**config.mk**
```make
export PLATFORM = sky130hd
export DESIGN_NAME = line_follow_motor_control
export DESIGN_NICKNAME = d
export VERILOG_FILES = /design/src/hw/rtl/lfmc_pkg.sv /design/src/hw/rtl/line_follow_motor_control.sv
export SDC_FILE = /design/constraint.sdc
export NUM_CORES = 1
export LEC_CHECK = 0
export BUFFER_PORTS_ARGS = -buffer_cell sky130_fd_sc_hd__buf_2
export CORE_MARGIN = 2
export CORE_UTILIZATION = 45
export DETAILED_ROUTE_END_ITERATION = 12
export HOLD_SLACK_MARGIN = 0.12
export PLACE_DENSITY = 0.73
export SETUP_SLACK_MARGIN = 0.3
export SLEW_MARGIN = 25
export SYNTH_ARGS = -nofsm -noshare
export SYNTH_HDL_FRONTEND = slang
export SYNTH_SLANG_ARGS = --single-unit
```
**constraint.sdc**
```tcl
create_clock -name clk -period 12.1 [get_ports clk]
set_input_delay 3.63 -clock clk [delete_from_list [all_inputs] [get_ports clk]]
set_output_delay 3.63 -clock clk [all_outputs]
set_load 0.1 [all_outputs]
```
**src/hw/rtl/lfmc_pkg.sv**
```systemverilog
// Package for the line-follow motor controller.
// Holds the field widths, codes, constants and steering helpers.
// No dependencies.
`timescale 1ns / 1ps

package lfmc_pkg;

	// Field widths
	localparam int NumSensors = 6;
	localparam int SensW      = 10;
	localparam int PosW       = 13;
	localparam int SpeedW     = 10;
	localparam int LimitW     = 9;
	localparam int ErrW       = 14;  // position - center, signed
	localparam int DiffW      = 12;  // error / 4, signed
	localparam int SumW       = 13;  // limit +/- diff, signed

	// Stream payload widths (tdata padded to whole bytes)
	localparam int InDataW  = 80;
	localparam int OutDataW = 24;

	// Operation codes carried in tuser
	localparam logic OP_START  = 1'b0;
	localparam logic OP_SAMPLE = 1'b1;

	// Turn modes
	localparam logic [1:0] MODE_STRAIGHT = 2'd0;
	localparam logic [1:0] MODE_RIGHT    = 2'd1;
	localparam logic [1:0] MODE_LEFT     = 2'd2;
	localparam logic [1:0] MODE_UNKNOWN  = 2'd3;

	// Register map (index = paddr[2])
	localparam logic REG_THRESHOLD = 1'b0;
	localparam logic REG_LIMIT     = 1'b1;

	localparam logic [SensW-1:0]  THRESHOLD_RST = 10'd800;
	localparam logic [LimitW-1:0] LIMIT_RST     = 9'd200;

	// Position constants
	localparam logic [PosW-1:0] POS_CENTER     = 13'd2500;
	localparam logic [PosW-1:0] POS_RIGHT_NONE = 13'd5000;
	localparam logic [PosW-1:0] POS_MID_LOW    = 13'd2000;
	localparam logic [PosW-1:0] POS_MID_HIGH   = 13'd3000;

	// Position of each sensor, 1000 per index
	localparam logic [PosW-1:0] SENSOR_POS [NumSensors] = '{
		13'd0, 13'd1000, 13'd2000, 13'd3000, 13'd4000, 13'd5000
	};

	// One input item
	typedef struct packed {
		logic [SensW-1:0] sensor_5;
		logic [SensW-1:0] sensor_4;
		logic [SensW-1:0] sensor_3;
		logic [SensW-1:0] sensor_2;
		logic [SensW-1:0] sensor_1;
		logic [SensW-1:0] sensor_0;
		logic [PosW-1:0]  position;
		logic [1:0]       turn_request;
		logic             op;
	} item_t;

	// Turn right: highest sensor on the line, or far right when none is
	function automatic logic [PosW-1:0] right_pos(input logic [NumSensors-1:0] seen);
		logic [PosW-1:0] p;
		p = POS_RIGHT_NONE;
		for (int i = 0; i < NumSensors; i++) begin
			if (seen[i]) p = SENSOR_POS[i];
		end
		return p;
	endfunction

	// Turn left: lowest sensor on the line, or far left when none is
	function automatic logic [PosW-1:0] left_pos(input logic [NumSensors-1:0] seen);
		logic [PosW-1:0] p;
		p = '0;
		for (int i = NumSensors - 1; i >= 0; i--) begin
			if (seen[i]) p = SENSOR_POS[i];
		end
		return p;
	endfunction

endpackage

```
**src/hw/rtl/line_follow_motor_control.sv**
```systemverilog
// Line-follow motor controller: top level, input register, steering logic,
// output register and APB register file.
// Depends on lfmc_pkg.
`timescale 1ns / 1ps

//  channel   | direction | handshake          | payload
//  ----------+-----------+--------------------+------------------------------------------
//  s_*       | in        | s_tvalid/s_tready  | tuser: op; tdata: turn_request, position,
//            |           |                    |        sensor_0..sensor_5
//  m_*       | out       | m_tvalid/m_tready  | tdata: left_speed, right_speed;
//            |           |                    | tuser: at_intersection, running
//  apb       | in        | psel/penable/pready| line_threshold @0x0, speed_limit @0x4
//
// One item per cycle while m_tready keeps the output register draining; each result passes
// from the input register into the result register, which drives m_*.
// arst_n clears the run state, the valid flags and the registers to their defaults.
// A stalled result holds in the output register while the input register still
// takes one more item; s_tready drops only when both are full.

module line_follow_motor_control
	import lfmc_pkg::*;
(
	input  logic                clk,
	input  logic                arst_n,
	// input stream
	input  logic                s_tvalid,
	output logic                s_tready,
	input  logic [InDataW-1:0]  s_tdata,   // turn_request[1:0], position[14:2],
	                                       // sensor_0..5 [24:15]..[74:65], zero pad
	input  logic                s_tuser,   // op
	// result stream
	output logic                m_tvalid,
	input  logic                m_tready,
	output logic [OutDataW-1:0] m_tdata,   // left_speed[9:0], right_speed[19:10], zero pad
	output logic [1:0]          m_tuser,   // at_intersection[0], running[1]
	// configuration
	input  logic                psel,
	input  logic                penable,
	input  logic                pwrite,
	input  logic [2:0]          paddr,
	input  logic [31:0]         pwdata,
	output logic [31:0]         prdata,
	output logic                pready
);

	// Configuration registers
	logic [SensW-1:0]  threshold_q;
	logic [LimitW-1:0] limit_q;
	logic              cfg_wr;

	assign pready = 1'b1;
	assign cfg_wr = psel & penable & pwrite & pready;

	always_ff @(posedge clk or negedge arst_n) begin
		if (!arst_n) begin
			threshold_q <= THRESHOLD_RST;
			limit_q     <= LIMIT_RST;
		end else if (cfg_wr) begin
			case (paddr[2])
				REG_THRESHOLD: threshold_q <= pwdata[SensW-1:0];
				REG_LIMIT:     limit_q     <= pwdata[LimitW-1:0];
				default:       ;
			endcase
		end
	end

	always_comb begin
		case (paddr[2])
			REG_THRESHOLD: prdata = {{(32-SensW){1'b0}}, threshold_q};
			REG_LIMIT:     prdata = {{(32-LimitW){1'b0}}, limit_q};
			default:       prdata = '0;
		endcase
	end

	// Flow control
	logic  valid_s1;
	item_t item_s1;
	logic  advance;

	assign advance  = valid_s1 & (~m_tvalid | m_tready);
	assign s_tready = ~valid_s1 | advance;

	// Input register
	always_ff @(posedge clk or negedge arst_n) begin
		if (!arst_n) begin
			valid_s1 <= 1'b0;
		end else if (s_tready) begin
			valid_s1 <= s_tvalid;
		end
	end

	always_ff @(posedge clk) begin
		if (s_tready && s_tvalid) begin
			item_s1 <= item_t'({s_tdata[InDataW-6:0], s_tuser});
		end
	end

	// Line detection per sensor
	logic [NumSensors-1:0] seen;
	assign seen[0] = item_s1.sensor_0 > threshold_q;
	assign seen[1] = item_s1.sensor_1 > threshold_q;
	assign seen[2] = item_s1.sensor_2 > threshold_q;
	assign seen[3] = item_s1.sensor_3 > threshold_q;
	assign seen[4] = item_s1.sensor_4 > threshold_q;
	assign seen[5] = item_s1.sensor_5 > threshold_q;

	// Run state
	logic       run_q;
	logic [1:0] mode_q;

	// Steering
	logic                     back_to_mid;
	logic [1:0]               mode_eff;
	logic [PosW-1:0]          pos_sel;
	logic signed [ErrW-1:0]   err;
	logic signed [ErrW-1:0]   err_adj;
	logic signed [DiffW-1:0]  diff;
	logic signed [SumW-1:0]   lim_s;
	logic signed [SumW-1:0]   lsum;
	logic signed [SumW-1:0]   rsum;
	logic signed [SumW-1:0]   lclamp;
	logic signed [SumW-1:0]   rclamp;

	assign back_to_mid = (item_s1.position > POS_MID_LOW) && (item_s1.position < POS_MID_HIGH)
		&& seen[2] && seen[3] && !seen[1] && !seen[4];
	assign mode_eff = back_to_mid ? MODE_STRAIGHT : mode_q;

	always_comb begin
		case (mode_eff)
			MODE_RIGHT: pos_sel = right_pos(seen);
			MODE_LEFT:  pos_sel = left_pos(seen);
			default:    pos_sel = item_s1.position;
		endcase
	end

	// error / 4 rounded toward zero: bias negatives by 3 before the shift
	assign err     = signed'({1'b0, pos_sel}) - signed'({1'b0, POS_CENTER});
	assign err_adj = err + (err[ErrW-1] ? ErrW'(3) : ErrW'(0));
	assign diff    = DiffW'(err_adj >>> 2);

	assign lim_s = signed'(SumW'(limit_q));
	assign lsum  = lim_s + SumW'(diff);
	assign rsum  = lim_s - SumW'(diff);

	always_comb begin
		if (lsum > lim_s)       lclamp = lim_s;
		else if (lsum < -lim_s) lclamp = -lim_s;
		else                    lclamp = lsum;
		if (rsum > lim_s)       rclamp = lim_s;
		else if (rsum < -lim_s) rclamp = -lim_s;
		else                    rclamp = rsum;
	end

	// Next state and result for the item in the input register
	logic                     run_d;
	logic [1:0]               mode_d;
	logic signed [SpeedW-1:0] lspeed_d;
	logic signed [SpeedW-1:0] rspeed_d;
	logic                     inter_d;

	always_comb begin
		run_d    = run_q;
		mode_d   = mode_q;
		lspeed_d = '0;
		rspeed_d = '0;
		inter_d  = 1'b0;
		if (item_s1.op == OP_START) begin
			run_d  = 1'b1;
			mode_d = (item_s1.turn_request == MODE_UNKNOWN) ? MODE_STRAIGHT
				: item_s1.turn_request;
		end else if (run_q) begin
			if ((&seen) && mode_q == MODE_STRAIGHT) begin
				run_d   = 1'b0;
				inter_d = 1'b1;
			end else begin
				mode_d   = mode_eff;
				lspeed_d = SpeedW'(lclamp);
				rspeed_d = SpeedW'(rclamp);
			end
		end
	end

	always_ff @(posedge clk or negedge arst_n) begin
		if (!arst_n) begin
			run_q  <= 1'b0;
			mode_q <= MODE_STRAIGHT;
		end else if (advance) begin
			run_q  <= run_d;
			mode_q <= mode_d;
		end
	end

	// Output register
	logic signed [SpeedW-1:0] lspeed_q;
	logic signed [SpeedW-1:0] rspeed_q;
	logic                     inter_q;
	logic                     running_q;

	always_ff @(posedge clk or negedge arst_n) begin
		if (!arst_n) begin
			m_tvalid <= 1'b0;
		end else if (advance) begin
			m_tvalid <= 1'b1;
		end else if (m_tready) begin
			m_tvalid <= 1'b0;
		end
	end

	always_ff @(posedge clk) begin
		if (advance) begin
			lspeed_q  <= lspeed_d;
			rspeed_q  <= rspeed_d;
			inter_q   <= inter_d;
			running_q <= run_d;
		end
	end

	assign m_tdata = {{(OutDataW - 2*SpeedW){1'b0}}, rspeed_q, lspeed_q};
	assign m_tuser = {running_q, inter_q};

	// Checks
	a_inter_ends_run: assert property (@(posedge clk) disable iff (!arst_n)
		m_tvalid && inter_q |-> !running_q)
		else $error("intersection result still shows a run");

	a_idle_zero_speed: assert property (@(posedge clk) disable iff (!arst_n)
		m_tvalid && !running_q |-> lspeed_q == '0 && rspeed_q == '0)
		else $error("nonzero speed with no run in progress");

	a_speed_bound: assert property (@(posedge clk) disable iff (!arst_n)
		m_tvalid |-> (lspeed_q <= signed'(SpeedW'(limit_q)))
			&& (rspeed_q <= signed'(SpeedW'(limit_q))))
		else $error("speed beyond limit");

	a_s1_hold: assert property (@(posedge clk) disable iff (!arst_n)
		valid_s1 && !advance |=> valid_s1 && $stable(item_s1))
		else $error("input register changed while stalled");

	a_state_on_advance: assert property (@(posedge clk) disable iff (!arst_n)
		!advance |=> $stable(run_q) && $stable(mode_q))
		else $error("run state moved without a transfer");

endmodule

```
==> metrics.md <==
| Metric | Value |
|---|---|
| Routability congestion estimate | `0.9432` |
| Number of flops mapped to enable cells by yosys | `98` |
| Die ar. | `22500 µm²` |
| HP Start | `valid_s1` |
| Worst-margin pin slew | `1011 ps` |
| Critical path peak fanout | `13` |
| Total of max-cap violations | `0` |
| Largest net degree at the start of global routing | `77` |
| Status | `complete, no violations` |
| I/O Buffers | `~130` |
| Fin. Hold Viols | `0` |
| DRT Pass-1 Iters | `5` |
| Core Footprint | `20960 µm²` |
| Worst r2r path cells | `44` |
| Slew Limit Headroom | `0.3233` |
| Root Buffer | `clkbuf_16` |
| Vias/cell | `5.584` |
| Seq cells post-synth | `122` |
| Placed cell count | `1311` |
| CP top delay family | `compound AO/OA/AOI/OAI gates` |
| Site Rows | `53` |
| Maximum clock frequency | `90.02 MHz` |
| Yosys warnings | `0` |
| Final Cell Area | `10970 µm²` |
| DP Area | `10390 µm²` |
| DR iter-0 viols | `601` |
| Crit path depth | `44` |
| Wirelength per Cell | `~17 µm` |
| Top FF cell, synth | `edfxtp_1` |
| Worst path max stage delay | `530 ps` |
| Avg Synthesized Cell Area | `about 10 µm²` |
| Worst path slowest cell | `a2111oi_0` |
| Commonest cells post-synth | `ha_1 (127), edfxtp_1 (98), inv_1 (71)` |
| Cell Area, Synth | `9590 µm²` |
| DRC | `0` |
| Startpoint Class | `register` |
| RR Endpoint | `lspeed_q[7]` |
| Synth area leader | `edfxtp_1` |
| Top-area cell type share of the netlist area | `0.3068` |
| Post-synthesis sequential area ratio | `0.3703` |
| Dpl hpwl | `roughly 18 mm` |
| Final #Nets | `1307` |
| Layout cells sized above 1 | `0.2107` |
| Post-CTS sizing | `0` |
| Critical R2R Launch | `threshold_q[9]` |
| Crit path capture type | `register` |
| Setup TNS | `0 ps` |
| Layout area overhead | `14.38%` |
| Fin. max-slew vios | `0` |
| RSZ-0062 raised after global routing | `no` |
| Hold depth | `1` |
| Final period util | `0.9180` |
| Count leader, synth | `ha_1` |
| Worst Path Arrival | `11260 ps` |
| Top Ports | `around 180` |
| CP Class | `register to register` |
| Synth top area cells | `edfxtp_1 (31%), ha_1 (17%), dfrtp_1 (4.7%)` |
| Share of flip-flops with an asynchronous set or reset | `0.1967` |
| Post-CTS Hold Fix Bufs | `0` |
| Synth unique cells | `96` |
| CTS tree | `done` |
| CP Data Required Time | `12250 ps` |
| Crit path time final | `roughly 11000 ps` |
| Reg clk slew, reported paths | `60 ps` |
| FF-to-FF setup slack | `between 900 and 1000 ps` |
| Clk_skew | `10.55 ps` |
| Initial Util | `0.4577` |
| Vias in the first global route | `roughly 7300` |
| Hold Path Class | `register to register` |
| Setup violators final | `0` |
| Vias | `7511` |
| Clock Latency Late Sink | `420 ps` |
| CTS Buffer Depth | `2` |
| Hold path endpoint | `m_tvalid` |
| Wire length of the first global-routing pass | `36.18 mm` |
| Total Wirelength | `approximately 23 mm` |
| DIE WIDTH | `150.0 µm` |
| All-Layer GR Usage | `0.2070` |
| Antenna violations before repair | `3` |
| Total congestion overflow | `0` |
| Post-CTS Setup Inserts | `0` |
| Post-Synthesis Cells | `927` |
| Non-Filler Instances | `1345` |
| Antenna-violating nets left | `0` |
| # clock sinks | `roughly 120` |
| H-tree Lvls | `4` |
| CTS Buf Count | `17` |
| CP most frequent cell | `o21a_1` |
| Bufs and invs on worst path | `2` |
| Height of the die | `~150 µm` |
-- flip-flops by register name, summed over array words and instances, names as in the netlist --
name / flops
item_s1: 76
lspeed_q: 10
rspeed_q: 10
threshold_q: 10
limit_q: 9
mode_q: 2
inter_q: 1
m_tvalid: 1
run_q: 1
running_q: 1
valid_s1: 1
-- through the flow --
stage	hold WS [ps]	setup WS (ps)	utilization
floorplan	457.2	2349	-
global placement	466.7	1160	0.4959
detailed placement	472.9	1081	0.4959
CTS	488.4	1042	0.5230
global route	514.1	311.3	0.5233
finish	488.2	991.8	0.5235
-- area by class of cell --
cell class	count	area [µm²]
Multi-Input combinational cell	712	5570
Inverter	71	266.5
Fill cell	1859	9986
Timing Repair Buffer	131	665.6
Tap cell	275	344.1
Clock buffer	19	432.9
Clock inverter	13	133.9
Sequential cell	122	3551
Antenna cell	2	5.005
-- worst max-delay path by stage --
stage | from | end | slack (ps)
2_1_floorplan | paddr[2] | prdata[1] | 2350
3_3_place_gp | threshold_q[9] | lspeed_q[7] | 1160
3_5_place_dp | threshold_q[9] | lspeed_q[7] | 1080
4_1_cts | threshold_q[9] | lspeed_q[7] | 1040
5_1_grt | threshold_q[9] | lspeed_q[6] | 310
6_report | threshold_q[9] | lspeed_q[7] | 990
-- layout by cell type (no fill, tap or decap), types with 5 or more instances in the layout --
cell type / netlist / layout
a211oi_1: 11 / 11
a21o_1: 12 / 12
a21oi_1: 45 / 45
a31oi_1: 11 / 11
and2_1: 10 / 9
and3_1: 7 / 7
buf_2: 0 / 127
clkbuf_16: 0 / 17
conb_1: 2 / 27
dfrtp_1: 18 / 18
dfstp_2: 6 / 6
edfxtp_1: 98 / 98
ha_1: 127 / 127
inv_1: 71 / 71
mux2_2: 20 / 20
mux2i_1: 12 / 12
nand2_1: 61 / 61
nand2b_1: 18 / 18
nand3_1: 10 / 10
nand4_1: 25 / 25
nor2_1: 48 / 48
nor2b_1: 13 / 13
nor3_1: 17 / 17
o211ai_1: 6 / 6
o21a_1: 29 / 29
o21ai_0: 33 / 33
o21ai_1: 6 / 6
o21bai_1: 10 / 10
o31ai_1: 12 / 11
or3_1: 5 / 5
xnor2_1: 29 / 29
xor2_1: 10 / 10
-- layer usage --
metal | routed length, µm | part of all wire | track usage | vias to the layer above
met1 | 9477 | 0.42 | 0.2522 | 3545
met2 | 11150 | 0.50 | 0.3646 | 263
met3 | 1384 | 0.061 | 0.03780 | 34
met4 | 488 | 0.022 | 0.07547 | 2
li1 | - | - | - | 3667
met5 | 11 | 0.00049 | 0 | -
-- cell families (layout without fill, tap and decap cells) --
family,Yosys count,in the layout,share of synthesized area
buffers and inverters,118,234,0.05949
adders and majority gates,130,130,0.1710
muxes,32,32,0.03601
and+or+nand+nor,241,241,0.1329
AOI/OAI and AO/OA,241,241,0.1905
xor gates and xnor gates,41,41,0.03901
DFF,122,122,0.3703
other,2,29,0.0007831
Power is not shown: default switching activity piles up to over one toggle a cycle in this logic, so the estimate is an artifact.
